## config.mk

```make
export PLATFORM = sky130hd
export DESIGN_NAME = ppi_lane
export DESIGN_NICKNAME = d
export VERILOG_FILES = /design/src/ppi_pkg.sv /design/src/ppi_lane.sv
export SDC_FILE = /design/constraint.sdc
export NUM_CORES = 2
export LEC_CHECK = 0
export ABC_AREA = 1
export BUFFER_PORTS_ARGS = -buffer_cell sky130_fd_sc_hd__buf_2
export CORE_MARGIN = 2
export CORE_UTILIZATION = 30
export CTS_BUF_LIST = sky130_fd_sc_hd__clkbuf_8
export DETAILED_ROUTE_END_ITERATION = 6
export GPL_ROUTABILITY_DRIVEN = 0
export SYNTH_ARGS = -nofsm -noshare
export SYNTH_HDL_FRONTEND = slang
export SYNTH_SLANG_ARGS = --single-unit
```

## constraint.sdc

```tcl
create_clock -name i_clk -period 9.8 [get_ports i_clk]
set_clock_uncertainty 0.05 [all_clocks]
set_input_delay 1.96 -clock i_clk [delete_from_list [all_inputs] [get_ports i_clk]]
set_output_delay 1.96 -clock i_clk [all_outputs]
set_load 0.05 [all_outputs]
```

## src/ppi_pkg.sv

```systemverilog
// ----------------------------------------------------------------------------
// ppi_pkg
// Types and fixed constants shared by the polyphase interpolator files.
// ----------------------------------------------------------------------------
package ppi_pkg;

    localparam int CHANNELS      = 6;
    localparam int PHASES        = 64;
    localparam int PHASE_STEP    = 5;
    localparam int FILTER_LENGTH = 320;
    localparam int COEF_DEPTH    = (FILTER_LENGTH + 1) / 2;
    localparam int COEF_AW       = $clog2(COEF_DEPTH);
    localparam int SAMPLE_W      = 32;
    localparam int COEF_W        = 18;
    localparam int TIME_W        = 34;
    localparam int ADDR_W        = 8;
    localparam int COEF_FRAC     = 17;
    localparam int PROD_W        = SAMPLE_W + COEF_W;
    localparam int OQ_DEPTH      = 4;
    localparam int SIDE_LAT      = 4;

    localparam logic ACTION_SAMPLE = 1'b0;
    localparam logic ACTION_LOAD   = 1'b1;

    typedef logic signed [SAMPLE_W-1:0] t_word;
    typedef logic signed [COEF_W-1:0]   t_coef;
    typedef logic [TIME_W-1:0]          t_time;
    typedef t_word                      t_chan_vec [CHANNELS];

    typedef struct packed {
        logic clear;
        logic shift;
        logic rotate;
    } t_cell_ctl;

    typedef struct packed {
        logic valid;
        logic first;
        logic zero;
    } t_lane_ctl;

    typedef struct packed {
        logic  valid;
        t_time out_time;
        logic  last;
    } t_side;

    typedef struct packed {
        t_time                             out_time;
        logic [CHANNELS-1:0][SAMPLE_W-1:0] values;
        logic                              last_of_run;
    } t_result;

endpackage

```

## src/ppi_lane.sv

```systemverilog
// ----------------------------------------------------------------------------
// ppi_lane
// One channel datapath: multiply, accumulate over taps, scale and round,
// add the offset back and saturate.
// ----------------------------------------------------------------------------
module ppi_lane #(
    parameter int ACC_W = 53
) (
    input  logic               i_clk,
    input  logic               i_rst_n,
    input  ppi_pkg::t_lane_ctl i_ctl,
    input  ppi_pkg::t_coef     i_coef,
    input  ppi_pkg::t_word     i_sample,
    input  ppi_pkg::t_word     i_offset,
    output ppi_pkg::t_word     o_value
);

    localparam int SC_W = ACC_W + $clog2(ppi_pkg::PHASES) + 1;
    localparam int PW   = ppi_pkg::PROD_W;
    localparam int SW   = ppi_pkg::SAMPLE_W;
    localparam logic signed [SC_W-1:0] HALF     = SC_W'(1) << (ppi_pkg::COEF_FRAC - 1);
    localparam logic signed [SC_W-1:0] SCALE    = SC_W'(ppi_pkg::PHASES);
    localparam logic signed [SC_W-1:0] SAT_MAX  =
        {{(SC_W - SW + 1){1'b0}}, {(SW - 1){1'b1}}};
    localparam logic signed [SC_W-1:0] SAT_MIN  =
        {{(SC_W - SW + 1){1'b1}}, {(SW - 1){1'b0}}};

    logic signed [PW-1:0]    r_prod;
    logic                    r_pvalid;
    logic                    r_pfirst;
    logic signed [ACC_W-1:0] r_acc;
    logic signed [SC_W-1:0]  r_round;
    ppi_pkg::t_word          r_value;

    logic signed [PW-1:0]    n_prod;
    logic signed [ACC_W-1:0] w_prod_ext;
    logic signed [SC_W-1:0]  w_acc_ext;
    logic signed [SC_W-1:0]  w_scaled;
    logic signed [SC_W-1:0]  w_biased;
    logic signed [SC_W-1:0]  w_total;

    assign n_prod     = i_ctl.zero ? '0 : PW'(i_sample * i_coef);
    assign w_prod_ext = {{(ACC_W - PW){r_prod[PW-1]}}, r_prod};
    assign w_acc_ext  = {{(SC_W - ACC_W){r_acc[ACC_W-1]}}, r_acc};
    assign w_scaled   = w_acc_ext * SCALE;
    assign w_biased   = w_scaled + HALF;
    assign w_total    = r_round + {{(SC_W - SW){i_offset[SW-1]}}, i_offset};

    always_ff @(posedge i_clk) begin
        if (!i_rst_n) begin
            r_pvalid <= 1'b0;
            r_pfirst <= 1'b0;
        end else begin
            r_pvalid <= i_ctl.valid;
            r_pfirst <= i_ctl.first;
        end
    end

    always_ff @(posedge i_clk) begin
        r_prod <= n_prod;
        if (r_pvalid) begin
            r_acc <= r_pfirst ? w_prod_ext : r_acc + w_prod_ext;
        end
        r_round <= w_biased >>> ppi_pkg::COEF_FRAC;
        if (w_total > SAT_MAX) begin
            r_value <= SAT_MAX[SW-1:0];
        end else if (w_total < SAT_MIN) begin
            r_value <= SAT_MIN[SW-1:0];
        end else begin
            r_value <= w_total[SW-1:0];
        end
    end

    assign o_value = r_value;

endmodule

```

==> results.tsv <==
stage	metric	value	unit
grt	GRT overflow	0	
worst_setup_path	CP Data Required Time	10.14	ns
logic_synthesis	synth top area cells	fa_1 (33%), nand2_1 (14%), inv_1 (13%), ha_1 (8.0%), dfxtp_1 (7.5%)	
grt	Global Route met1 Usage	23.3	%
cells_and_area	final instance area	0.0366	mm2
timing	RSZ-0062 raised after global routing	no	
die	core area	0.113	mm2
flow_run	Max Cap Viol	0	
cells_and_area	Nets	5616	
cells_and_area	area grow syn2layout	7.16	%
timing	Hold Vio Cnt, Final	0	
logic_synthesis	Distinct cells, synth	44	
routing	DR pass1 iterations	5	
cts	clk root buf	clkbuf_8	
cts	Clock transition at path regs	0.10	ns
timing	worst rel slew slack	31.2	%
placed_design	dpl hpwl	83700	um
worst_setup_path	Crit Path Category	in2reg	
cts	CTS tree	yes	
logic_synthesis	Synth Flop Type	dfxtp_1	
worst_setup_path	Startpoint Class	input pin	
cells_and_area	Inserted Diodes	0	
worst_setup_path	critical path capture point type	register	
grt	pin count of the biggest net entering global routing	65	
logic_synthesis	number of flops mapped to enable cells by yosys	53	
logic_synthesis	FFs w/ async S/R, synth	0	%
die	Die X	341	um
routing	Residual DRC	0	
worst_setup_path	Worst Reg-to-Reg Cells	18	
placed_design	placed instance count	6238	
worst_setup_path	cell at the slowest stage of the critical path	fa_1	
logic_synthesis	top cell type's share of synthesized area	32.6	%
worst_setup_path	Most Frequent Cell on Critical Path	fa_1	
grt	met3 Use GR	2.04	%
status	status	completed	
routing	drt wl/cell	15.8	um
cts	CTS max path bufs	2	
cells_and_area	Core Util, Final	32.5	%
grt	met2 global-route usage	29.1	%
logic_synthesis	syn nets	5600	
timing	final period utilization	81.4	%
timing	FMAX	0.125	GHz
timing	# setup viols final	0	
grt	initial antenna violation count	5	
die	Starting Density	30.3	%
worst_setup_path	Worst Setup SP	i_coef[11]	
placed_design	PortBufs	118	
cells_and_area	most common cell after layout, fill and taps aside	nand2_1	
routing	vias post-DR	29128	
routing	vias per inst	4.65	
worst_setup_path	crit path max fanout	23	
grt	GR peak layer	met2	
logic_synthesis	Syn Inst Count	4741	
timing	Max Slew Vio Count	0	
cells_and_area	layout cells sized above 1	4.99	%
cts	Sink Count	180	
cts	Num CTS Buffers	17	
cts	H-tree lvl count	4	
worst_setup_path	critical path arrival	8.31	ns
cts	post-cts gate resize count	0	
die	num ports	119	
logic_synthesis	Avg Cell Area, Syn	7.20	um2
die	num rows	123	
routing	Final ANT Viol Nets	0	
worst_setup_path	Critical Path, Cell by Cell	buf_2, buf_4, nand2_1, fa_1, inv_1, fa_1, fa_1, fa_1, fa_1, inv_1, fa_1, inv_1, ha_1, a21o_1, a31oi_1, a21boi_0, nand3_1, a21oi_1, o21bai_1, o21ai_0, a21oi_1	
timing	Worst-Margin Slew	1.03	ns
placed_design	placed cell area	0.0362	mm2
die	Die Area	0.116	mm2
min_path	worst hold path class	reg2reg	
grt	Total GRT Usage	17.2	%
timing	setup TNS	0	ns
routing	Initial DRC Count	1923	
grt	first-pass GRT wire length	160000	um
die	Die Y	341	um
logic_synthesis	synthesized area	0.0341	mm2
cts	Skew-Pair Late Insertion Delay	0.52	ns
logic_synthesis	area leader, netlist	fa_1	
min_path	critical hold path startpoint	r_acc[26]	
timing	Tmin final	7.97	ns
cts	# Post-CTS Setup Buffers	0	
worst_setup_path	slowest cell delay on critical path	0.57	ns
routing	WL final	98900	um
logic_synthesis	Yosys reg bits	180	
min_path	Worst Hold Depth	1	
grt	number of global-route vias before repair	30027	
logic_synthesis	Seq/Total Area, Yosys	12.1	%
logic_synthesis	Synth warnings	0	
cts	CTS Hold Buffers Added	0	
cells_and_area	fin cells	6270	
cells_and_area	most frequent cells in the layout	nand2_1 (1291), inv_1 (1219), fa_1 (555)	
worst_setup_path	r2r startpoint	r_round[0]	
==> path summary, 6_finish.rpt <==
kind	endpoint	slack, ns
min reg2reg	r_round[15]	0.49
max reg2reg	o_value[13]	6.53
max	r_prod[43]	1.83
min	r_round[15]	0.49
==> critical path, delay by kind of cell <==
kind	cells	cell delay (ns)
compound gates	7	1.51
simple gates	2	0.33
fa+ha+maj	7	3.56
buf+inv	5	0.94
==> layout make-up <==
class / count / area, um2
clock buffers: 18 / 248
clock inverters: 14 / 128
fillers: 12210 / 76100
inverters: 1226 / 4600
multi-input cells: 3195 / 24800
flip-flops and latches: 180 / 4140
well taps: 1500 / 1880
repair buffers: 137 / 758
==> through the flow <==
stage          setup WS [ns]  hold WS (ns)
4_1_cts                 1.87         0.494
2_1_floorplan           2.05         0.427
6_report                1.83         0.487
3_3_place_gp            1.36         0.459
5_1_grt                 1.48         0.518
3_5_place_dp            1.33         0.479
==> sequential cells by signal, summed over array words and instances, names as in the netlist <==
register  cells
r_acc        53
r_prod       50
r_round      43
o_value      32
r_pfirst      1
r_pvalid      1
==> cell usage after synthesis (2+ instances only) <==
| master | n |
|---|---|
| nand2_1 | 1291 |
| inv_1 | 1219 |
| fa_1 | 555 |
| nor2_1 | 295 |
| ha_1 | 217 |
| a21oi_1 | 197 |
| o21ai_0 | 142 |
| nand3_1 | 131 |
| dfxtp_1 | 127 |
| clkbuf_1 | 121 |
| xor2_1 | 65 |
| edfxtp_1 | 53 |
| nand4_1 | 39 |
| nor3_1 | 32 |
| xnor2_1 | 32 |
| o21bai_1 | 30 |
| a31oi_1 | 27 |
| nor4_1 | 24 |
| or2_2 | 22 |
| a21o_1 | 13 |
| buf_1 | 13 |
| nand2_2 | 12 |
| nor2_2 | 12 |
| o21a_1 | 9 |
| and3_1 | 6 |
| buf_6 | 6 |
| inv_2 | 6 |
| nor3_2 | 6 |
| o211ai_1 | 6 |
| nand3b_1 | 5 |
| a211oi_1 | 4 |
| a21boi_0 | 4 |
| nand3_2 | 4 |
| a221oi_1 | 3 |
| nor2_4 | 2 |
| nor4_2 | 2 |
| o2111ai_1 | 2 |
==> metal layers <==
layer  vias up  share of wire [%]
li1      14061                  -
met4         2                2.6
met2       964                 47
met1     13945                 44
met5         -             0.0091
met3       156                6.4
==> logic make-up after synthesis <==
kind of cell             synth area share, %
adder cells (fa/ha/maj)                 40.5
AND/OR/NAND/NOR                         22.6
flip-flops                              12.1
AO/OA/AOI/OAI                           7.10
buffers and inverters                   15.2
XOR/XNOR                                2.49
Power is left out: the tool's default activity adds up to more than one toggle a clock period on the data nets, which glitch-free logic cannot reach.
