==> src/ppi_pkg.sv <==
// ----------------------------------------------------------------------------
// ppi_pkg
// Types and fixed constants shared by the polyphase interpolator files.
// ----------------------------------------------------------------------------
package ppi_pkg;

    localparam int CHANNELS      = 6;
    localparam int PHASES        = 64;
    localparam int PHASE_STEP    = 5;
    localparam int FILTER_LENGTH = 320;
    localparam int COEF_DEPTH    = (FILTER_LENGTH + 1) / 2;
    localparam int COEF_AW       = $clog2(COEF_DEPTH);
    localparam int SAMPLE_W      = 32;
    localparam int COEF_W        = 18;
    localparam int TIME_W        = 34;
    localparam int ADDR_W        = 8;
    localparam int COEF_FRAC     = 17;
    localparam int PROD_W        = SAMPLE_W + COEF_W;
    localparam int OQ_DEPTH      = 4;
    localparam int SIDE_LAT      = 4;

    localparam logic ACTION_SAMPLE = 1'b0;
    localparam logic ACTION_LOAD   = 1'b1;

    typedef logic signed [SAMPLE_W-1:0] t_word;
    typedef logic signed [COEF_W-1:0]   t_coef;
    typedef logic [TIME_W-1:0]          t_time;
    typedef t_word                      t_chan_vec [CHANNELS];

    typedef struct packed {
        logic clear;
        logic shift;
        logic rotate;
    } t_cell_ctl;

    typedef struct packed {
        logic valid;
        logic first;
        logic zero;
    } t_lane_ctl;

    typedef struct packed {
        logic  valid;
        t_time out_time;
        logic  last;
    } t_side;

    typedef struct packed {
        t_time                             out_time;
        logic [CHANNELS-1:0][SAMPLE_W-1:0] values;
        logic                              last_of_run;
    } t_result;

endpackage

==> src/ppi_res_if.sv <==
// ----------------------------------------------------------------------------
// ppi_res_if
// Result channel: PHASES interpolated sample sets per sample request.
// ----------------------------------------------------------------------------
interface ppi_res_if;
    logic                                valid;
    logic                                ready;
    logic [ppi_pkg::TIME_W-1:0]          out_time;
    logic signed [ppi_pkg::SAMPLE_W-1:0] out_value_0;
    logic signed [ppi_pkg::SAMPLE_W-1:0] out_value_1;
    logic signed [ppi_pkg::SAMPLE_W-1:0] out_value_2;
    logic signed [ppi_pkg::SAMPLE_W-1:0] out_value_3;
    logic signed [ppi_pkg::SAMPLE_W-1:0] out_value_4;
    logic signed [ppi_pkg::SAMPLE_W-1:0] out_value_5;
    logic                                last_of_run;

    modport source (
        output valid, out_time, out_value_0, out_value_1, out_value_2,
               out_value_3, out_value_4, out_value_5, last_of_run,
        input  ready
    );
    modport sink (
        input  valid, out_time, out_value_0, out_value_1, out_value_2,
               out_value_3, out_value_4, out_value_5, last_of_run,
        output ready
    );
endinterface

==> src/ppi_oq.sv <==
// ----------------------------------------------------------------------------
// ppi_oq
// Output queue: holds finished results until the result channel takes them.
// ----------------------------------------------------------------------------
module ppi_oq (
    input  logic             i_clk,
    input  logic             i_rst_n,
    input  logic             i_push,
    input  ppi_pkg::t_result i_data,
    output logic             o_pop,
    ppi_res_if.source        o_res
);

    localparam int DEPTH = ppi_pkg::OQ_DEPTH;
    localparam int QA_W  = (DEPTH > 1) ? $clog2(DEPTH) : 1;
    localparam int QC_W  = $clog2(DEPTH + 1);

    ppi_pkg::t_result r_mem [DEPTH];
    logic [QA_W-1:0]  r_wr;
    logic [QA_W-1:0]  r_rd;
    logic [QC_W-1:0]  r_count;
    ppi_pkg::t_result w_head;

    assign o_pop  = o_res.valid && o_res.ready;
    assign w_head = r_mem[r_rd];

    always_ff @(posedge i_clk) begin
        if (!i_rst_n) begin
            r_wr    <= '0;
            r_rd    <= '0;
            r_count <= '0;
        end else begin
            if (i_push) begin
                r_wr <= (r_wr == QA_W'(DEPTH - 1)) ? '0 : r_wr + 1'b1;
            end
            if (o_pop) begin
                r_rd <= (r_rd == QA_W'(DEPTH - 1)) ? '0 : r_rd + 1'b1;
            end
            r_count <= r_count + QC_W'(i_push) - QC_W'(o_pop);
        end
    end

    always_ff @(posedge i_clk) begin
        if (i_push) begin
            r_mem[r_wr] <= i_data;
        end
    end

    assign o_res.valid       = (r_count != '0);
    assign o_res.out_time    = w_head.out_time;
    assign o_res.out_value_0 = w_head.values[0];
    assign o_res.out_value_1 = w_head.values[1];
    assign o_res.out_value_2 = w_head.values[2];
    assign o_res.out_value_3 = w_head.values[3];
    assign o_res.out_value_4 = w_head.values[4];
    assign o_res.out_value_5 = w_head.values[5];
    assign o_res.last_of_run = w_head.last_of_run;

`ifndef SYNTHESIS
    a_no_overflow: assert property (@(posedge i_clk) disable iff (!i_rst_n)
        i_push |-> (r_count < QC_W'(DEPTH)) || o_pop)
        else $error("output queue overflow");
`endif

endmodule

==> src/flat_wrapper.sv <==
// flat-port wrapper written by rule: the top's interface ports become plain ports
module ppi_oq_flat 
  (i_clk, i_rst_n, i_push, i_data, o_pop, o_res_valid, o_res_out_time, o_res_out_value_0, o_res_out_value_1, o_res_out_value_2, o_res_out_value_3, o_res_out_value_4, o_res_out_value_5, o_res_last_of_run, o_res_ready);
  ppi_res_if o_res_i ();
  input  logic i_clk;
  input  logic i_rst_n;
  input  logic i_push;
  input  ppi_pkg::t_result i_data;
  output logic o_pop;
  output wire logic [$bits(o_res_i.valid)-1:0] o_res_valid;
  output wire logic [$bits(o_res_i.out_time)-1:0] o_res_out_time;
  output wire logic [$bits(o_res_i.out_value_0)-1:0] o_res_out_value_0;
  output wire logic [$bits(o_res_i.out_value_1)-1:0] o_res_out_value_1;
  output wire logic [$bits(o_res_i.out_value_2)-1:0] o_res_out_value_2;
  output wire logic [$bits(o_res_i.out_value_3)-1:0] o_res_out_value_3;
  output wire logic [$bits(o_res_i.out_value_4)-1:0] o_res_out_value_4;
  output wire logic [$bits(o_res_i.out_value_5)-1:0] o_res_out_value_5;
  output wire logic [$bits(o_res_i.last_of_run)-1:0] o_res_last_of_run;
  input wire logic [$bits(o_res_i.ready)-1:0] o_res_ready;
  assign o_res_valid = o_res_i.valid;
  assign o_res_out_time = o_res_i.out_time;
  assign o_res_out_value_0 = o_res_i.out_value_0;
  assign o_res_out_value_1 = o_res_i.out_value_1;
  assign o_res_out_value_2 = o_res_i.out_value_2;
  assign o_res_out_value_3 = o_res_i.out_value_3;
  assign o_res_out_value_4 = o_res_i.out_value_4;
  assign o_res_out_value_5 = o_res_i.out_value_5;
  assign o_res_last_of_run = o_res_i.last_of_run;
  assign o_res_i.ready = o_res_ready;
  ppi_oq u_core (.i_clk(i_clk), .i_rst_n(i_rst_n), .i_push(i_push), .i_data(i_data), .o_pop(o_pop), .o_res(o_res_i));
endmodule
==> config.mk <==
export PLATFORM = sky130hd
export DESIGN_NAME = ppi_oq_flat
export DESIGN_NICKNAME = d
export VERILOG_FILES = /design/src/ppi_pkg.sv /design/src/ppi_res_if.sv /design/src/ppi_oq.sv /design/src/flat_wrapper.sv
export SDC_FILE = /design/constraint.sdc
export NUM_CORES = 1
export LEC_CHECK = 0
export ABC_CLOCK_PERIOD_IN_PS = 6400
export BUFFER_PORTS_ARGS = -buffer_cell sky130_fd_sc_hd__buf_2
export CAP_MARGIN = 25
export CORE_UTILIZATION = 40
export DETAILED_ROUTE_END_ITERATION = 16
export MAX_ROUTING_LAYER = met4
export PLACE_DENSITY_LB_ADDON = 0.15
export SLEW_MARGIN = 0
export SYNTH_ARGS = -nofsm -noshare
export SYNTH_HDL_FRONTEND = slang
export SYNTH_SLANG_ARGS = --single-unit
==> constraint.sdc <==
create_clock -name i_clk -period 6.4 [get_ports i_clk]
set_clock_uncertainty 0.05 [all_clocks]
set_input_delay 0.96 -clock i_clk [delete_from_list [all_inputs] [get_ports i_clk]]
set_output_delay 0.96 -clock i_clk [all_outputs]
set_load 0.01 [all_outputs]
==> impl_results.md, run 1 <==
- Num ports: 460
- # DRC: 0
- Area of the multi-input gates: ~5400 sq um
- Max H-tree Level: 3
- Maximum vdd drop: roughly 0.00030 V
- Cts bufs inserted: between 90 and 100
- Initial antenna violation count: 20
- Critical Path Start Type: flop
- # clock sinks: roughly 920
- Most frequent cells in the layout: edfxtp_1 (908), buf_2 (459), mux4_2 (227), clkbuf_16 (97), clkinv_1 (22)
- Syn_area_per_cell: approximately 27 sq um
- Slowest-stage cell, CP: buf_4
- Gate Count Post-Synth: roughly 1.2k
- Gpl congestion: 0.722
- Vias per std cell: just over 5
- Clock root cell: clkbuf_16
- Worst Path Arrival: ~3000 ps
- Yosys warnings: 0
- Async SR Flop Fraction: 0%
- Sw frac: roughly 25%
- Worst-Skew Late Latency: 630 ps
- Largest net degree at the start of global routing: 126
- Setup-failing EPs final: 0
- Synthesized area: around 33000 sq um
- Net Sw Power: 0.00365 W
- Synth cell types: 21
- CTS tree: yes
- Vias in the first global route: ~16k
- Static Leak: roughly 13 nW
- Layout cells sized above 1: 46.1%
- Highest Clock Rate: 0.254 GHz
- Global-route usage over all layers: roughly 17%
- Sequential cell area: approximately 27000 sq um
- Post-CTS setup buffer count: 0
- Register bit total from synthesis: between 900 and 1k
- PD cells: 373 nW/um^2
- Dpl hpwl: 39200 um
- CTS resizes: 0
- Drt first pass iters: 5
- Setup Crit Path Kind: reg -> out
- RSZ-0062 raised after global routing: false
- Die height: just under 300 um
- Fillcell total: 6736
- Drt wl/cell: around 23 um
- Final WL: about 68000 um
- Worst Path Required: about 5400 ps
- Largest cells by area after synthesis: edfxtp_1 (82%), mux4_2 (15%), dfxtp_1 (0.54%), buf_2 (0.39%), ha_1 (0.26%)
- Iter 0 DRT Violations: roughly 710
- Critical-path cell list: buf_4, mux4_2, buf_2
- Synth top area share: between 80% and 90%
- Die width: 290 um
- Fin util: between 40 and 50%
- Most common cell after layout, fill and taps aside: edfxtp_1
- Clock buffer depth: 3
- Period utilisation layout: between 60% and 70%
- Area grow syn2layout: 20.3%
- P_int: roughly 0.011 W
- Crit. End Element: output pin
- Number of placement rows: 105
- Relative slew slack: a little under 30%
- Nets: between 1.5k and 2k
- Measured slew at the worst slew-check pin: ~1100 ps
- Status: finished clean
- Synth area leader: edfxtp_1
- Number of synthesized flops with an enable pin: just over 900
- Slowest cell delay on critical path: ~730 ps
- Clock share of power: about 36%
- Pwr Total: between 0.01 and 0.015 W
- Gate power share: ~17%
- PortBufs: about 460
- Max Transition Viols Final: 0
- Post-route ant nets: 0
- CTS Hold Bufs: 0
- Post-synthesis sequential area ratio: a little over 80%
- Clk slew on worst S/H paths: about 50 ps
- Main flop type after synthesis: edfxtp_1
- Critical Path Fanout Max: 39
- Global route total overflow: 0
- Reg power frac: between 40 and 50%
- Core area: 82000 sq um
- Kind of cell adding the most delay to the critical path: buffers and inverters
- Hold Path Class: reg -> reg
- Starting density of the core: 40.4%
- Vias after detailed routing: between 10k and 15k
- Setup Total Neg Slack: 0 ps
- Die ar.: roughly 84000 sq um
- Number of buffers and inverters on the critical path: 2
- First-pass GRT wire length: just over 100000 um
- Crit path time final: slightly below 4000 ps
- MaxCap Viol Count: 0
- Syn Nets: roughly 1.5k
- Final hold vios: 0
==> metrics by stage <==
| stage | cell area, sq um | std cells | setup WS (ps) | hold WS, ps |
|---|---|---|---|---|
| after global routing | 39900 | 2913 | 2180 | 446 |
| after floorplan | 33100 | 1228 | 2170 | 411 |
| after CTS | 39800 | 2896 | 2270 | 430 |
| after detailed placement | 36800 | 2723 | 2970 | 429 |
| after global placement | 36700 | 2722 | 2990 | 431 |
| final | 39900 | 2915 | 2470 | 441 |
==> logic make-up (layout without fill, tap and decap cells) <==
| group | after synthesis | count (layout) | share of synthesized area [%] |
|---|---|---|---|
| compound gates | 2 | 2 | 0.0491 |
| xor+xnor | 1 | 1 | 0.0680 |
| fa+ha+maj | 8 | 8 | 0.325 |
| buf+inv | 55 | 653 | 0.925 |
| flops | 917 | 917 | 82.8 |
| mux | 230 | 230 | 15.5 |
| other cells | 0 | 19 | 0 |
| simple gates | 15 | 15 | 0.272 |
==> cell type report <==
type / count / share of cell area (%)
Tap cell: 1070 / 3.36
Inverter: 5 / 0.0471
Clock buffer: 116 / 6.27
Antenna cell: 19 / 0.119
Sequential cell: 917 / 68.9
Multi-Input combinational cell: 256 / 13.5
Clock inverter: 57 / 1.40
Timing Repair Buffer: 475 / 6.41
==> worst register-to-register path: cells and delay by family, from the launching register on <==
family	cells	cell delay [ps]
AND/OR/NAND/NOR	1	790
buffers and inverters	2	600
flip-flops	1	340
adder cells (fa/ha/maj)	1	160
==> power groups by stage <==
stage	sequential (W)	combinational (W)	clock, W
6_report	0.00696	0.00253	0.00538
5_1_grt	0.00699	0.00273	0.00574
4_1_cts	0.00697	0.00262	0.00553
3_5_place_dp	0.00709	0.00261	0
3_3_place_gp	0.00708	0.00261	0
2_1_floorplan	0.00706	0.00166	0
==> sequential cells by signal, summed over array words and instances (netlist names), named ones only <==
register / flops
u_core.r_wr: 2
u_core.r_mem: 908
u_core.r_count: 3
u_core.r_rd: 2
==> Yosys cell counts (all sizes together) (2+ instances only) <==
master / instances
and2: 5
buf: 48
clkbuf: 2
dfxtp: 9
edfxtp: 908
ha: 7
inv: 5
mux2i: 3
mux4: 227
nand2: 3
nor2b: 4
==> per-layer routing <==
metal,track usage (%),part of all wire [%]
met1,20.4,40
met2,26.1,49
met3,5.49,8.6
met4,5.31,2.6
met5,-,0
==> worst paths after layout <==
check,start,endpoint,slack [ps],cells after the start
hold reg to reg,u_core.r_rd[1],flop,440,2
setup reg to reg,u_core.r_wr[0],u_core.r_mem[2][57],3850,4
setup / recovery,flop,o_res_out_value_3[29],2470,3
hold / removal,u_core.r_rd[1],flop,440,2
Power figures use the tool's default switching activity.
==> run 2, diff against run 1 <==
Settings changed: ABC_CLOCK_PERIOD_IN_PS 6400 to 4000.
Clock period 6.4 ns to 4 ns, I/O delays scaled along.
==> run 2 against run 1 <==
Effect of this change: global-route usage rose by 0.083 points; combinational power grew 62%; final cell count up 0.55%; critical path type unchanged.
==> impl_results.md, run 2 (synthesis gave the netlist of run 1 again) <==
- Num ports: 460 (unchanged)
- Initial antenna violation count: 25 (was 20)
- Worst Hold Launch: i_data[56] (was u_core.r_rd[1])
- Largest net degree at the start of global routing: 91 (was 126)
- Post-CTS setup buffer count: 0 (unchanged)
- Static Leak: 13.2 nW (about the same)
- CTS Hold Bufs: 0 (unchanged)
- Final hold vios: 0 (unchanged)
- R2R setup slack: 1820 ps (was 3850 ps)
- Worst Path Arrival: 2550 ps (was 2920 ps)
- Iter 0 DRT Violations: 817 (was 712)
- Critical Path Fanout Max: 90 (was 39)
- Drt first pass iters: 4 (was 5)
- Fillcell total: 6750 (was 6736)
- Layout cells sized above 1: 45.9% (was 46.1%)
- Setup Crit Path Kind: reg -> out (unchanged)
- Post-route non-filler standard cell count: 2931 (was 2915)
- Area of the multi-input gates: 5390 sq um (unchanged)
- Fin util: 48.7% (was 48.6%)
- Hold Path Class: in -> reg (was reg -> reg)
- Biggest register: u_core.r_mem (unchanged)
- Die ar.: 84000 sq um (unchanged)
- # clock sinks: 917 (unchanged)
- Global route total overflow: 0 (unchanged)
- Maximum vdd drop: 0.000479 V (was 0.000304 V)
- Die width: 290 um (unchanged)
- Placed cells: 2731 (was 2723)
- MaxCap Viol Count: 0 (unchanged)
- Min-Delay Path Depth: 1 (was 2)
- Critical Path Start Type: flop (unchanged)
- PortBufs: 459 (unchanged)
- Vias per std cell: 5.01 (was 5.03)
- Setup-failing EPs final: 0 (unchanged)
- Clk slew on worst S/H paths: 60 ps (was 50 ps)
- Relative slew slack: 50.7% (was 29.1%)
- Clock root cell: clkbuf_16 (unchanged)
- Worst Hold Path EP: u_core.r_mem[0][56]
- Setup Total Neg Slack: 0 ps (unchanged)
- First-pass GRT wire length: 102000 um (was 101000 um)
- R2R Path End: u_core.r_mem[0][217] (was u_core.r_mem[2][57])
- Core area: 82000 sq um (unchanged)
- Area grow syn2layout: 20.4% (was 20.3%)
- Max H-tree Level: 3 (unchanged)
- Top flop regs: u_core.r_mem x908, u_core.r_count x3 (unchanged)
- Cts bufs inserted: 96 (was 95)
- Sequential cell area: 27500 sq um (unchanged)
- Nets: 1998 (was 1989)
- CTS resizes: 0 (unchanged)
- Max Transition Viols Final: 0 (unchanged)
- Max FFs per register: 908 (unchanged)
- Dpl hpwl: 40400 um (was 39200 um)
- Starting density of the core: 40.4% (unchanged)
- Measured slew at the worst slew-check pin: 739 ps (was 1060 ps)
- Number of placement rows: 105 (unchanged)
- Global-route usage over all layers: 16.7% (was 16.6%)
- Hold Worst Slack: 127 ps (was 441 ps)
- # DRC: 0 (unchanged)
- Post-route ant nets: 0 (unchanged)
- Reg2reg start: u_core.r_wr[0] (unchanged)
- Vias in the first global route: 15.8k (about the same)
- Most common cell after layout, fill and taps aside: edfxtp_1 (unchanged)
- Most frequent cells in the layout: edfxtp_1 (908), buf_2 (459), mux4_2 (227), clkbuf_16 (97), clkbuf_1 (26) (was edfxtp_1 (908), buf_2 (459), mux4_2 (227), clkbuf_16 (97), clkinv_1 (22))
- Vias after detailed routing: 14.7k (about the same)
- Die height: 290 um (unchanged)
- CTS tree: yes (unchanged)
- Highest Clock Rate: between 0.3 and 0.4 GHz
- Crit. End Element: output pin (unchanged)
- Clock buffer depth: 3 (unchanged)
- PD cells: 589 nW/um^2 (was 373 nW/um^2)
- Status: finished clean (unchanged)
- Period utilisation layout: ~80%
- Gpl congestion: 0.718 (was 0.722)
- Worst Path Required: 3350 ps (was 5390 ps)
- Worst-Skew Late Latency: 630 ps (about the same)
- Drt wl/cell: 23.2 um (about the same)
- Final WL: 67900 um (was 67500 um)
- Worst-case reg-to-reg path depth: 4 (unchanged)
- RSZ-0062 raised after global routing: false (unchanged)
- Crit path time final: about 3200 ps
run 2: report_power, final:
part           switching [W]  total (W)  internal, W
sequential          0.000154     0.0111       0.0110
clock                0.00351    0.00823      0.00472
combinational        0.00213    0.00411      0.00198
total                0.00580     0.0235       0.0177
run 2: per-layer routing:
layer | global-route usage (%) | wire length [um]
met3 | 6.13 | 5630
met2 | 26.6 | 33600
met5 | - | 0
met4 | 5.05 | 1450
met1 | 19.9 | 27200
run 2: worst max path at each step:
stage	startpoint	to	slack, ps	depth (start not counted)
floorplan	i_push	u_core.r_mem[3][0]	130	1
global placement	flop	o_res_out_value_3[8]	1360	3
detailed placement	flop	o_res_out_value_4[23]	1350	3
CTS	flop	o_res_out_value_4[23]	640	3
global route	flop	o_res_out_value_3[8]	590	3
finish	flop	o_res_out_value_1[22]	800	3
run 2: through the flow:
| step | power [W] | area [sq um] | setup slack [ps] |
|---|---|---|---|
| 3_3_place_gp | 0.0156 | 36900 | 1360 |
| 4_1_cts | 0.0239 | 39800 | 644 |
| 5_1_grt | 0.0244 | 39900 | 590 |
| 2_1_floorplan | 0.0140 | 33100 | 133 |
| 6_report | 0.0235 | 39900 | 797 |
| 3_5_place_dp | 0.0156 | 36900 | 1350 |
run 2: worst max-delay path: stages, from the launching register on:
cell and delay, ps:
dfxtp_4 670, buf_12 430, mux4_2 410, buf_2 180
run 2: final cells by class:
type                       instances  share of cell area, %
sequential                       917                   68.8
multi-input combinational        256                   13.5
timing repair buffer             483                   6.80
clock buffer                     123                   6.33
tap                             1070                   3.35
clock inverter                    49                  0.988
antenna                           28                  0.176
inverter                           5                 0.0470
