**config.mk**
```make
export PLATFORM = sky130hd
export DESIGN_NAME = ppi_cell
export DESIGN_NICKNAME = d
export VERILOG_FILES = /design/src/ppi_pkg.sv /design/src/ppi_cell.sv
export SDC_FILE = /design/constraint.sdc
export NUM_CORES = 1
export LEC_CHECK = 0
export BUFFER_PORTS_ARGS = -buffer_cell sky130_fd_sc_hd__buf_2
export CELL_PAD_IN_SITES_DETAIL_PLACEMENT = 0
export CELL_PAD_IN_SITES_GLOBAL_PLACEMENT = 1
export CORE_AREA = 3 3 227 229
export DETAILED_ROUTE_END_ITERATION = 10
export DIE_AREA = 0 0 230 232
export PLACE_DENSITY = 0.52
export SYNTH_ARGS = -nofsm -noshare
export SYNTH_HDL_FRONTEND = slang
export SYNTH_SLANG_ARGS = --single-unit
```
**constraint.sdc**
```tcl
create_clock -name i_clk -period 2.2 [get_ports i_clk]
set_input_delay 0.11 -clock i_clk [delete_from_list [all_inputs] [get_ports i_clk]]
set_output_delay 0.11 -clock i_clk [all_outputs]
set_load 0.05 [all_outputs]
```
**src/ppi_pkg.sv**
```systemverilog
// ----------------------------------------------------------------------------
// ppi_pkg
// Types and fixed constants shared by the polyphase interpolator files.
// ----------------------------------------------------------------------------
package ppi_pkg;

    localparam int CHANNELS      = 6;
    localparam int PHASES        = 64;
    localparam int PHASE_STEP    = 5;
    localparam int FILTER_LENGTH = 320;
    localparam int COEF_DEPTH    = (FILTER_LENGTH + 1) / 2;
    localparam int COEF_AW       = $clog2(COEF_DEPTH);
    localparam int SAMPLE_W      = 32;
    localparam int COEF_W        = 18;
    localparam int TIME_W        = 34;
    localparam int ADDR_W        = 8;
    localparam int COEF_FRAC     = 17;
    localparam int PROD_W        = SAMPLE_W + COEF_W;
    localparam int OQ_DEPTH      = 4;
    localparam int SIDE_LAT      = 4;

    localparam logic ACTION_SAMPLE = 1'b0;
    localparam logic ACTION_LOAD   = 1'b1;

    typedef logic signed [SAMPLE_W-1:0] t_word;
    typedef logic signed [COEF_W-1:0]   t_coef;
    typedef logic [TIME_W-1:0]          t_time;
    typedef t_word                      t_chan_vec [CHANNELS];

    typedef struct packed {
        logic clear;
        logic shift;
        logic rotate;
    } t_cell_ctl;

    typedef struct packed {
        logic valid;
        logic first;
        logic zero;
    } t_lane_ctl;

    typedef struct packed {
        logic  valid;
        t_time out_time;
        logic  last;
    } t_side;

    typedef struct packed {
        t_time                             out_time;
        logic [CHANNELS-1:0][SAMPLE_W-1:0] values;
        logic                              last_of_run;
    } t_result;

endpackage

```
**src/ppi_cell.sv**
```systemverilog
// ----------------------------------------------------------------------------
// ppi_cell
// One history stage: holds one sample set, shifts in from the newer
// neighbor or rotates in from the older neighbor.
// ----------------------------------------------------------------------------
module ppi_cell (
    input  logic               i_clk,
    input  ppi_pkg::t_cell_ctl i_ctl,
    input  ppi_pkg::t_chan_vec i_prev,
    input  ppi_pkg::t_chan_vec i_next,
    output ppi_pkg::t_chan_vec o_sample
);

    ppi_pkg::t_chan_vec r_sample;

    always_ff @(posedge i_clk) begin
        for (int c = 0; c < ppi_pkg::CHANNELS; c++) begin
            if (i_ctl.clear) begin
                r_sample[c] <= '0;
            end else if (i_ctl.shift) begin
                r_sample[c] <= i_prev[c];
            end else if (i_ctl.rotate) begin
                r_sample[c] <= i_next[c];
            end
        end
    end

    assign o_sample = r_sample;

endmodule

```
==> results of run 1 <==
==> where the power goes <==
| group | internal [mW] | switching [mW] | total (mW) |
|---|---|---|---|
| clock | 1.88 | 1.53 | 3.41 |
| sequential | 3.74 | 0.139 | 3.88 |
| combinational | 1.38 | 1.79 | 3.17 |
==> cells in the final DEF, fill, tap and decap left out, drive strengths merged <==
cell,count
a211oi,192
diode,3
mux2i,192
nor2b,192
clkbuf,23
bufinv,3
dfxtp,192
buf,607
clkinv,1
clkinvlp,2
dlygate4sd3,383
inv,3
==> final timing paths <==
check        cells past startpoint       endpoint  slack, ns           from
min reg2reg                      2    o_sample[1]       0.56    o_sample[1]
min                              3    o_sample[1]       0.07      i_next[1]
max reg2reg                      3  o_sample[133]       0.80  o_sample[133]
max                              5  o_sample[168]       0.78       i_ctl[0]
==> per-stage QoR <==
step | cells | cell area [sq um] | worst slack, ns
final | 2465 | 17000 | 0.780
after detailed placement | 2048 | 12600 | 0.816
after global routing | 2462 | 17000 | 0.709
after CTS | 2462 | 17000 | 0.765
after global placement | 2048 | 12600 | 0.810
after floorplan | 854 | 9070 | 1.17
==> cells in the mapped netlist (all sizes together) <==
library cell  number
clkbuf            54
buf               31
inv                1
dfxtp            192
mux2i            192
nor2b            192
a211oi           192
==> kinds of logic (layout without fill, tap and decap cells) <==
logic type	count (synthesis)	in the layout	share of synthesized area, %
flops	192	192	42.4
buf+inv	86	1022	7.28
other cells	0	3	0
compound gates	192	192	15.9
mux	192	192	21.2
simple gates	192	192	13.2
==> critical path, stage by stage <==
cell	delay [ns]
buf_8	0.43
buf_4	0.33
mux2i_1	0.22
a211oi_1	0.09
dlygate4sd3_1	0.58
==> routing by layer <==
layer / GRT usage [%] / vias to the layer above / share of wire, %
li1: - / 4958 / -
met1: 16.7 / 4742 / 40
met2: 26.4 / 404 / 49
met3: 5.50 / 61 / 8.1
met4: 6.08 / 8 / 3.0
met5: 0 / - / 0.15
==> repair_timing <==
item,4_1_cts,5_1_grt
hold endpoints to repair,192,0
hold buffers,383,0
gates resized for setup,0,0
==> layout make-up <==
| type | instances | area, sq um |
|---|---|---|
| Multi-Input combinational cell | 576 | 4560 |
| Sequential cell | 192 | 3840 |
| Antenna cell | 3 | 7.51 |
| Tap cell | 672 | 841 |
| Clock inverter | 8 | 128 |
| Clock buffer | 23 | 478 |
| Inverter | 1 | 8.76 |
| Fill cell | 5234 | 32800 |
| Timing Repair Buffer | 990 | 7150 |
==> metrics.cfg, run 1 <==
[status]
outcome = complete, no violations

[worst_setup_path]
startpoint_type = input pin
path_max_fanout = 44
critPathKind = in -> reg
end_kind = flop
crit_arrival_ns = 1.79
crit_required_ns = 2.57

[sta]
tns_ns = 0
drv_slew = 0
finalCritPeriodShare_pct = 64.5
clock_skew_ns = 0
slew_headroom_pct = 57.9
hold_violations = 0
setup_viol = 0
rsz0062_at_grt = no
min_period_ns = 1.42
hold_slack_ns = 0.0680
max_freq_mhz = 704
tightest_slew_ns = 0.632

[logic_synthesis]
yosys.area.top_type = dfxtp_1
yosysTopAreaCellShare_pct = 42.4
synth-seq-area-share_pct = 42.4
syn-num-nets = 1242
synth.distinct_cells = 10
synth_area_leaders = dfxtp_1 (42%), mux2i_1 (21%), a211oi_1 (16%)
synth-seq-cells = 192
netlist_instances = 854
synth_area_sq_um = 9070
synth.yosys.warnings = 0
synth_area_per_cell_sq_um = 10.6

[global_routing]
first_global_vias = 11000
grt_pass1_wl_um = 62800
grt-ovfl-total = 0
antenna_found_initial = 8
grt_usage_pct = 15.1
grt_max_degree = 105

[detailed_routing]
via_count = 10200
detail_route.first_pass.iterations = 4
viasPerCell = 4.13
drtIter0Drc = 294
wl_per_cell_um = 16.7
drc = 0
ant_nets = 0
drt_wl_total_um = 41200

[cts]
numCtsBuffers = 17
cts_buffer_depth = 2
ctsRootBufferMaster = clkbuf_16
insertion_delay_ns = 0.48
clkTransAtPathRegs_ns = 0.07
h-tree-depth = 4
cts_sinks = 192
cts_tree = built
cts_setup_buffers = 0

[pwr]
peakVddDrop_mv = 0.520
p_total_mw = 10.5
cellLeakagePower_nw = 8.16
power.density_nw_per_um2 = 615

[die]
io_pins = 580
die_x_um = 230
die-area_sq_um = 53400
core_area_sq_um = 49900
die_h_um = 232
fp-row-count = 82
initial_utilization_pct = 18.2

[placement]
place_congestion = 0.773
hpwl_um = 27900
port_buffers = 579

[finish]
drive_gt1_share_pct = 35.5
num-nets-final = 2166
syn2layout_area_growth_pct = 87.7
post-route-util_pct = 34.1
largest_reg_flops = 192

[hold_path]
hold_path.class = in -> reg

[flow_run]
cap_violations = 0

Note: power is estimated with default switching activity, not from simulation.
==> run 2, diff against run 1 <==
ABC_AREA = 1   (was unset)
PLACE_DENSITY = 0.6   (was 0.52)
clock period = 1.18 ns   (was 2.2 ns; I/O delays follow)
==> run 2 against run 1 <==
Compared with the run above: the flow now finishes with violations (hold timing); final cell count grew 25%; hold slack worse by 0.14 ns; sequential cell count stayed put; cell area grew 7.9%; via count is 26% higher; critical path depth decreased by 4; first-iteration DRC count increased by 92%; register-to-register slack worse by 0.50 ns; total power is 84% higher; synthesized cell count grew 70%; sequential share of layout area down 1.2 points; critical endpoint is now o_sample[27]; largest cell class unchanged; largest power group unchanged; highest routed layer is now met4.
==> metrics.cfg, run 2 <==
[worst_setup_path]
crit_arrival_ns = 1.06  ; was 1.79 ns
reg2reg_from = o_sample[144]  ; was o_sample[133]
max_stage_delay_ns = 0.35  ; was 0.58 ns
crit_family = flip-flops  ; was buffers and inverters
crit_required_ns = 1.12  ; was 2.57 ns
crit_end = o_sample[27]  ; was o_sample[168]
path_max_fanout = 2  ; was 44
end_kind = output pin  ; was flop
rrSetupSlack_ns = 0.30  ; was 0.80 ns
crit_path_cell_trace = buf_4  ; was buf_8 > buf_4 > mux2i_1 > a211oi_1 > dlygate4sd3_1
reg2regPathDepth = 5  ; was 3
critPathKind = reg -> out  ; was in -> reg
cp-startpoint = o_sample[27]  ; was i_ctl[0]
path_buf_inv = 1  ; was 3
cp_num_cells = 1  ; was 5
slowest_stage = dfxtp_1  ; was dlygate4sd3_1
startpoint_type = flop  ; was input pin
r2r_end = o_sample[144]  ; was o_sample[133]

[sta]
slew_headroom_pct = 63.9  ; was 57.9%
setup_viol = 0  ; unchanged
finalCritPeriodShare_pct = 94.9
min_period_ns = 1.12
hold_slack_ns = -0.0766  ; was 0.0680 ns
tightest_slew_ns = 0.541  ; was 0.632 ns
tns_ns = 0  ; unchanged
clock_skew_ns = 0  ; unchanged
hold_violations = 4  ; was 0
rsz0062_at_grt = no  ; unchanged
drv_slew = 0  ; unchanged
max_freq_mhz = 893

[cts]
cts_sinks = 192  ; unchanged
h-tree-depth = 4  ; unchanged
clkTransAtPathRegs_ns = 0.08  ; was 0.07 ns
cts_tree = built  ; unchanged
ctsRootBufferMaster = clkbuf_16  ; unchanged
cts_buffer_depth = 2  ; unchanged
insertion_delay_ns = 0.48  ; about the same
numCtsBuffers = 17  ; unchanged

[placement]
place_inst = 2660  ; was 2048
dpl_cell_area_sq_um = 13200  ; was 12600 sq um
place_congestion = 0.856  ; was 0.773
hpwl_um = 33200  ; was 27900 um
port_buffers = 579  ; unchanged

[die]
fp-row-count = 82  ; unchanged
die_x_um = 230  ; unchanged
initial_utilization_pct = 18.4  ; was 18.2%
core_area_sq_um = 49900  ; unchanged
io_pins = 580  ; unchanged
die-area_sq_um = 53400  ; unchanged
die_h_um = 232  ; unchanged

[pwr]
p_sw_share_pct = 34.1  ; was 33.1%
cellLeakagePower_nw = 10.0  ; was 8.16 nW
pwr-share-seq_pct = 37.5  ; was 37.1%
clock_power_share_pct = 31.4  ; was 32.6%
pwr-share-comb_pct = 31.1  ; was 30.3%
peakVddDrop_mv = 0.768  ; was 0.520 mV
power.density_nw_per_um2 = 1050  ; was 615 nW/um^2
netSwitchingPower_mw = 6.57  ; was 3.46 mW
p_int_mw = 12.7  ; was 7.00 mW
p_total_mw = 19.3  ; was 10.5 mW

[logic_synthesis]
synth.yosys.warnings = 0  ; unchanged
synth.most_common_cell = nand2_1
synth-seq-area-share_pct = 41.8  ; was 42.4%
synth_area_leaders = dfxtp_1 (42%), nand2_1 (24%), nand3_1 (21%)  ; was dfxtp_1 (42%), mux2i_1 (21%), a211oi_1 (16%)
synth_area_sq_um = 9200  ; was 9070 sq um
synth-edff-count = 0  ; unchanged
netlist_instances = 1453  ; was 854
synth-seq-cells = 192  ; unchanged
synth.distinct_cells = 10  ; unchanged
ys_async_sr_fraction_pct = 0  ; unchanged
synth_area_per_cell_sq_um = 6.33  ; was 10.6 sq um
syn-num-nets = 1841  ; was 1242
yosys.area.top_type = dfxtp_1  ; unchanged
ys.flop_type = dfxtp_1  ; unchanged
yosysTopAreaCellShare_pct = 41.8  ; was 42.4%
yosys-top-cells-count = nand2_1 (576), nand3_1 (384), inv_1 (194)  ; was a211oi_1 (192), dfxtp_1 (192), mux2i_1 (192), nor2b_1 (192), clkbuf_1 (54)

[hold_path]
hold_path.class = in -> reg  ; unchanged
hold_depth = 5  ; was 3

[global_routing]
antenna_found_initial = 1  ; was 8
grt_max_degree = 95  ; was 105
grt_pass1_wl_um = 71600  ; was 62800 um
grt-ovfl-total = 0  ; unchanged
first_global_vias = 13000  ; was 11000
grt_usage_pct = 17.2  ; was 15.1%

[finish]
largest_reg_flops = 192  ; unchanged
syn2layout_area_growth_pct = 99.6  ; was 87.7%
drive_gt1_share_pct = 31.4  ; was 35.5%
design_area_sq_um = 18400  ; was 17000 sq um
num-nets-final = 2779  ; was 2166
mostFrequentLayoutCells = nand2_1 (571), buf_2 (385), dlygate4sd3_1 (383)  ; was buf_2 (576), dlygate4sd3_1 (383)
layout_commonest_cell = nand2_1  ; was buf_2
fin_cells = 3077  ; was 2465
post-route-util_pct = 36.8  ; was 34.1%

[detailed_routing]
drtIter0Drc = 565  ; was 294
drt_wl_total_um = 47800  ; was 41200 um
wl_per_cell_um = 15.5  ; was 16.7 um
detail_route.first_pass.iterations = 5  ; was 4
ant_nets = 0  ; unchanged
via_count = 12800  ; was 10200
viasPerCell = 4.17  ; was 4.13
drc = 0  ; unchanged

[flow_run]
cap_violations = 0  ; unchanged

[status]
violations = hold timing
outcome = finished with violations  ; was complete, no violations

run 2: cell count changes after synthesis, sizes merged:
| cell | previous run | this run |
|---|---|---|
| a211oi | 192 | 0 |
| mux2i | 192 | 0 |
| inv | 1 | 194 |
| nor2 | 0 | 1 |
| buf | 31 | 82 |
| nand3 | 0 | 384 |
| nand2 | 0 | 576 |
| clkbuf | 54 | 24 |
| nor2b | 192 | 0 |
run 2: routing by layer:
metal	routed length, um	share of wire (%)	vias up	track usage, %
li1	-	-	6348	-
met1	19000	40	5852	18.8
met2	23500	49	544	30.6
met3	3490	7.3	83	5.19
met4	1830	3.8	0	7.62
met5	0	0	-	0
run 2: kinds of logic after synthesis:
kind of cell           Yosys count  share of synthesized area (%)
flip-flops                     192                           41.8
AND/OR/NAND/NOR                961                           44.5
buffers and inverters          300                           13.7
run 2: worst min-delay path: cells and delay by family:
kind / cells / cell delay (ns)
buf+inv: 2 / 0.12
simple gates: 3 / 0.19
run 2: how the worst min path moves through the flow:
stage	start	slack, ns	end
2_1_floorplan	i_prev[190]	0.26	o_sample[190]
3_3_place_gp	i_prev[88]	0.35	o_sample[88]
3_5_place_dp	i_prev[4]	0.36	o_sample[4]
4_1_cts	i_ctl[0]	0.05	o_sample[178]
5_1_grt	i_next[41]	0.002	o_sample[41]
6_report	i_next[41]	-0.08	o_sample[41]
run 2: power by group through the flow:
stage               logic, mW  clock network (mW)  registers [mW]
floorplan                1.35                   0            8.75
global placement         4.66                   0            7.28
detailed placement       4.67                   0            7.29
CTS                      6.08                6.36            7.19
global route             6.45                6.54            7.26
finish                   6.00                6.05            7.22
run 2: cell type report:
| cell class | instances | area (sq um) |
|---|---|---|
| Inverter | 194 | 738 |
| Sequential cell | 192 | 3940 |
| Multi-Input combinational cell | 961 | 4130 |
| Clock buffer | 20 | 437 |
| Clock inverter | 12 | 134 |
| Timing Repair Buffer | 1025 | 8150 |
| Antenna cell | 1 | 2.50 |
| Tap cell | 672 | 841 |
| Fill cell | 5162 | 31500 |
run 2: timing repair:
action,CTS,global route
hold endpoints to repair,192,87
resized for setup,238,73
buffers inserted,0,0
hold buffers,386,89
setup endpoints to repair,192,97
pin swaps,0,1
run 2: stage by stage:
step / hold slack (ns) / setup slack [ns]
3_5_place_dp: 0.356 / 0.0497
5_1_grt: 0.00229 / 0.00324
2_1_floorplan: 0.259 / 0.259
4_1_cts: 0.0535 / 0.00240
3_3_place_gp: 0.350 / 0.0775
6_report: -0.0766 / 0.0597
==> run 3, diff against run 2 <==
CORE_AREA = 2 2 226 228   (was 3 3 227 229)
DIE_AREA = 0 0 228 230   (was 0 0 230 232)
RECOVER_POWER = 25   (was unset)
REMOVE_ABC_BUFFERS = 1   (was unset)
==> run 3 against run 2 <==
Compared with the run above: the run now ends clean; highest routed layer unchanged; total power shrank 0.43%; fmax down 0.31%; hold slack improved by 0.22 ns.
==> metrics.cfg, run 3 (synthesis gave the netlist of run 2 again) <==
[worst_setup_path]
slowest_stage = dfxtp_1  ; unchanged
path_buf_inv = 1  ; unchanged
crit_family = flip-flops  ; unchanged
rrSetupSlack_ns = 0.47  ; was 0.30 ns
crit_path_cell_trace = buf_6  ; was buf_4
end_kind = output pin  ; unchanged
crit_required_ns = 1.12  ; about the same
path_max_fanout = 2  ; unchanged
startpoint_type = flop  ; unchanged
max_stage_delay_ns = 0.39  ; was 0.35 ns
critPathKind = reg -> out  ; unchanged
crit_arrival_ns = 1.06  ; about the same

[global_routing]
grt_usage_pct = 16.6  ; was 17.2%
grt_max_degree = 41  ; was 95
antenna_found_initial = 0  ; was 1
first_global_vias = 13500  ; was 13000
grt-ovfl-total = 0  ; unchanged
grt_pass1_wl_um = 69200  ; was 71600 um

[pwr]
clock_power_share_pct = 31.4  ; about the same
pwr-share-seq_pct = 37.5  ; about the same
peakVddDrop_mv = 0.946  ; was 0.768 mV
p_total_mw = 19.2  ; was 19.3 mW
power.density_nw_per_um2 = 1040  ; was 1050 nW/um^2
pwr-share-comb_pct = 31.1  ; about the same
p_int_mw = 12.8  ; was 12.7 mW
cellLeakagePower_nw = 10.1  ; was 10.0 nW
p_sw_share_pct = 33.2  ; was 34.1%
netSwitchingPower_mw = 6.37  ; was 6.57 mW

[die]
die_h_um = 230  ; was 232 um
die-area_sq_um = 52400  ; was 53400 sq um
io_pins = 580  ; unchanged
die_x_um = 228  ; was 230 um
core_area_sq_um = 49900  ; unchanged
fp-row-count = 82  ; unchanged
initial_utilization_pct = 18.4  ; unchanged

[cts]
cts_tree = built  ; unchanged
ctsRootBufferMaster = clkbuf_16  ; unchanged
cts_buffer_depth = 2  ; unchanged
numCtsBuffers = 17  ; unchanged
clkTransAtPathRegs_ns = 0.07  ; was 0.08 ns
cts_sinks = 192  ; unchanged
cts_setup_buffers = 0  ; unchanged
h-tree-depth = 4  ; unchanged
insertion_delay_ns = 0.49  ; was 0.48 ns

[sta]
drv_slew = 0  ; unchanged
max_freq_mhz = 890  ; was 893 MHz
tightest_slew_ns = 0.525  ; was 0.541 ns
hold_slack_ns = 0.140  ; was -0.0766 ns
hold_violations = 0  ; was 4
setup_viol = 0  ; unchanged
tns_ns = 0  ; unchanged
slew_headroom_pct = 65.0  ; was 63.9%
worst_slack_ns = 0.0562  ; was 0.0597 ns
min_period_ns = 1.12  ; about the same
clock_skew_ns = 0  ; unchanged
finalCritPeriodShare_pct = 95.2  ; was 94.9%

[hold_path]
hold_path.class = in -> reg  ; unchanged

[finish]
layout_commonest_cell = nand2_1  ; unchanged
drive_gt1_share_pct = 29.6  ; was 31.4%
num-nets-final = 2814  ; was 2779
mostFrequentLayoutCells = nand2_1 (576), dlygate4sd3_1 (387), nand3_1 (384), buf_2 (384), buf_4 (228)  ; was nand2_1 (571), buf_2 (385), dlygate4sd3_1 (383)
antenna_cells = 0  ; was 1
design_area_sq_um = 18400  ; about the same
largest_reg_flops = 192  ; unchanged
syn2layout_area_growth_pct = 100  ; was 99.6%

[detailed_routing]
viasPerCell = 4.14  ; was 4.17
drc = 0  ; unchanged
drtIter0Drc = 500  ; was 565
via_count = 12900  ; was 12800
drt_wl_total_um = 44600  ; was 47800 um
wl_per_cell_um = 14.4  ; was 15.5 um
detail_route.first_pass.iterations = 5  ; unchanged
ant_nets = 0  ; unchanged

[placement]
port_buffers = 579  ; unchanged
place_congestion = 0.898  ; was 0.856
dpl_worst_slack_ns = 0.139  ; was 0.0497 ns
dpl_cell_area_sq_um = 13400  ; was 13200 sq um
hpwl_um = 31400  ; was 33200 um

[flow_run]
cap_violations = 0  ; unchanged

[status]
outcome = complete, no violations  ; was finished with violations

-- run 3: cell count changes in the layout (fill, tap and decap cells not counted), moves of 9 or more --
| cell | change |
|---|---|
| buf_4 | +29 |
| dfxtp_1 | +48 |
| clkbuf_1 | +9 |
| dfxtp_2 | -48 |
-- run 3: layout make-up --
type,instances,area (sq um)
clock buffer,22,474
clock inverter,9,109
fill,5288,31400
inverter,194,738
multi-input combinational,961,4100
sequential,192,3880
tap,672,841
timing repair buffer,1060,8280
-- run 3: power groups by stage --
stage	registers [mW]	clock network (mW)	logic [mW]
floorplan	8.75	0	1.14
global placement	7.29	0	4.68
detailed placement	7.29	0	4.68
CTS	7.18	6.35	6.02
global route	7.24	6.50	6.40
finish	7.19	6.03	5.96
-- run 3: repair_timing --
action | in CTS | in global routing
hold buffers | 386 | 46
endpoints found under the hold margin | 192 | 45
cloned | 0 | 0
resized for setup | 219 | 27
pin swaps | 0 | 2
endpoints found under the setup margin | 192 | 52
-- run 3: per-stage QoR --
step | instances | util [%]
after floorplan | 1347 | -
final | 3110 | 36.9
after detailed placement | 2692 | 26.9
after global placement | 2692 | 26.9
after CTS | 3109 | 36.9
after global routing | 3110 | 36.9
-- run 3: per-layer routing --
layer | share of wire, % | GRT usage [%]
met1 | 39 | 17.8
met4 | 5.1 | 10.1
met5 | 0 | 0
met2 | 49 | 28.9
met3 | 6.3 | 4.77
-- run 3: final timing paths --
check / startpoint / to / cells past startpoint
hold reg to reg: o_sample[33] / o_sample[33] / 4
hold / removal: i_ctl[0] / o_sample[166] / 6
setup reg to reg: o_sample[127] / o_sample[127] / 4
setup / recovery: o_sample[190] / o_sample[190] / 1
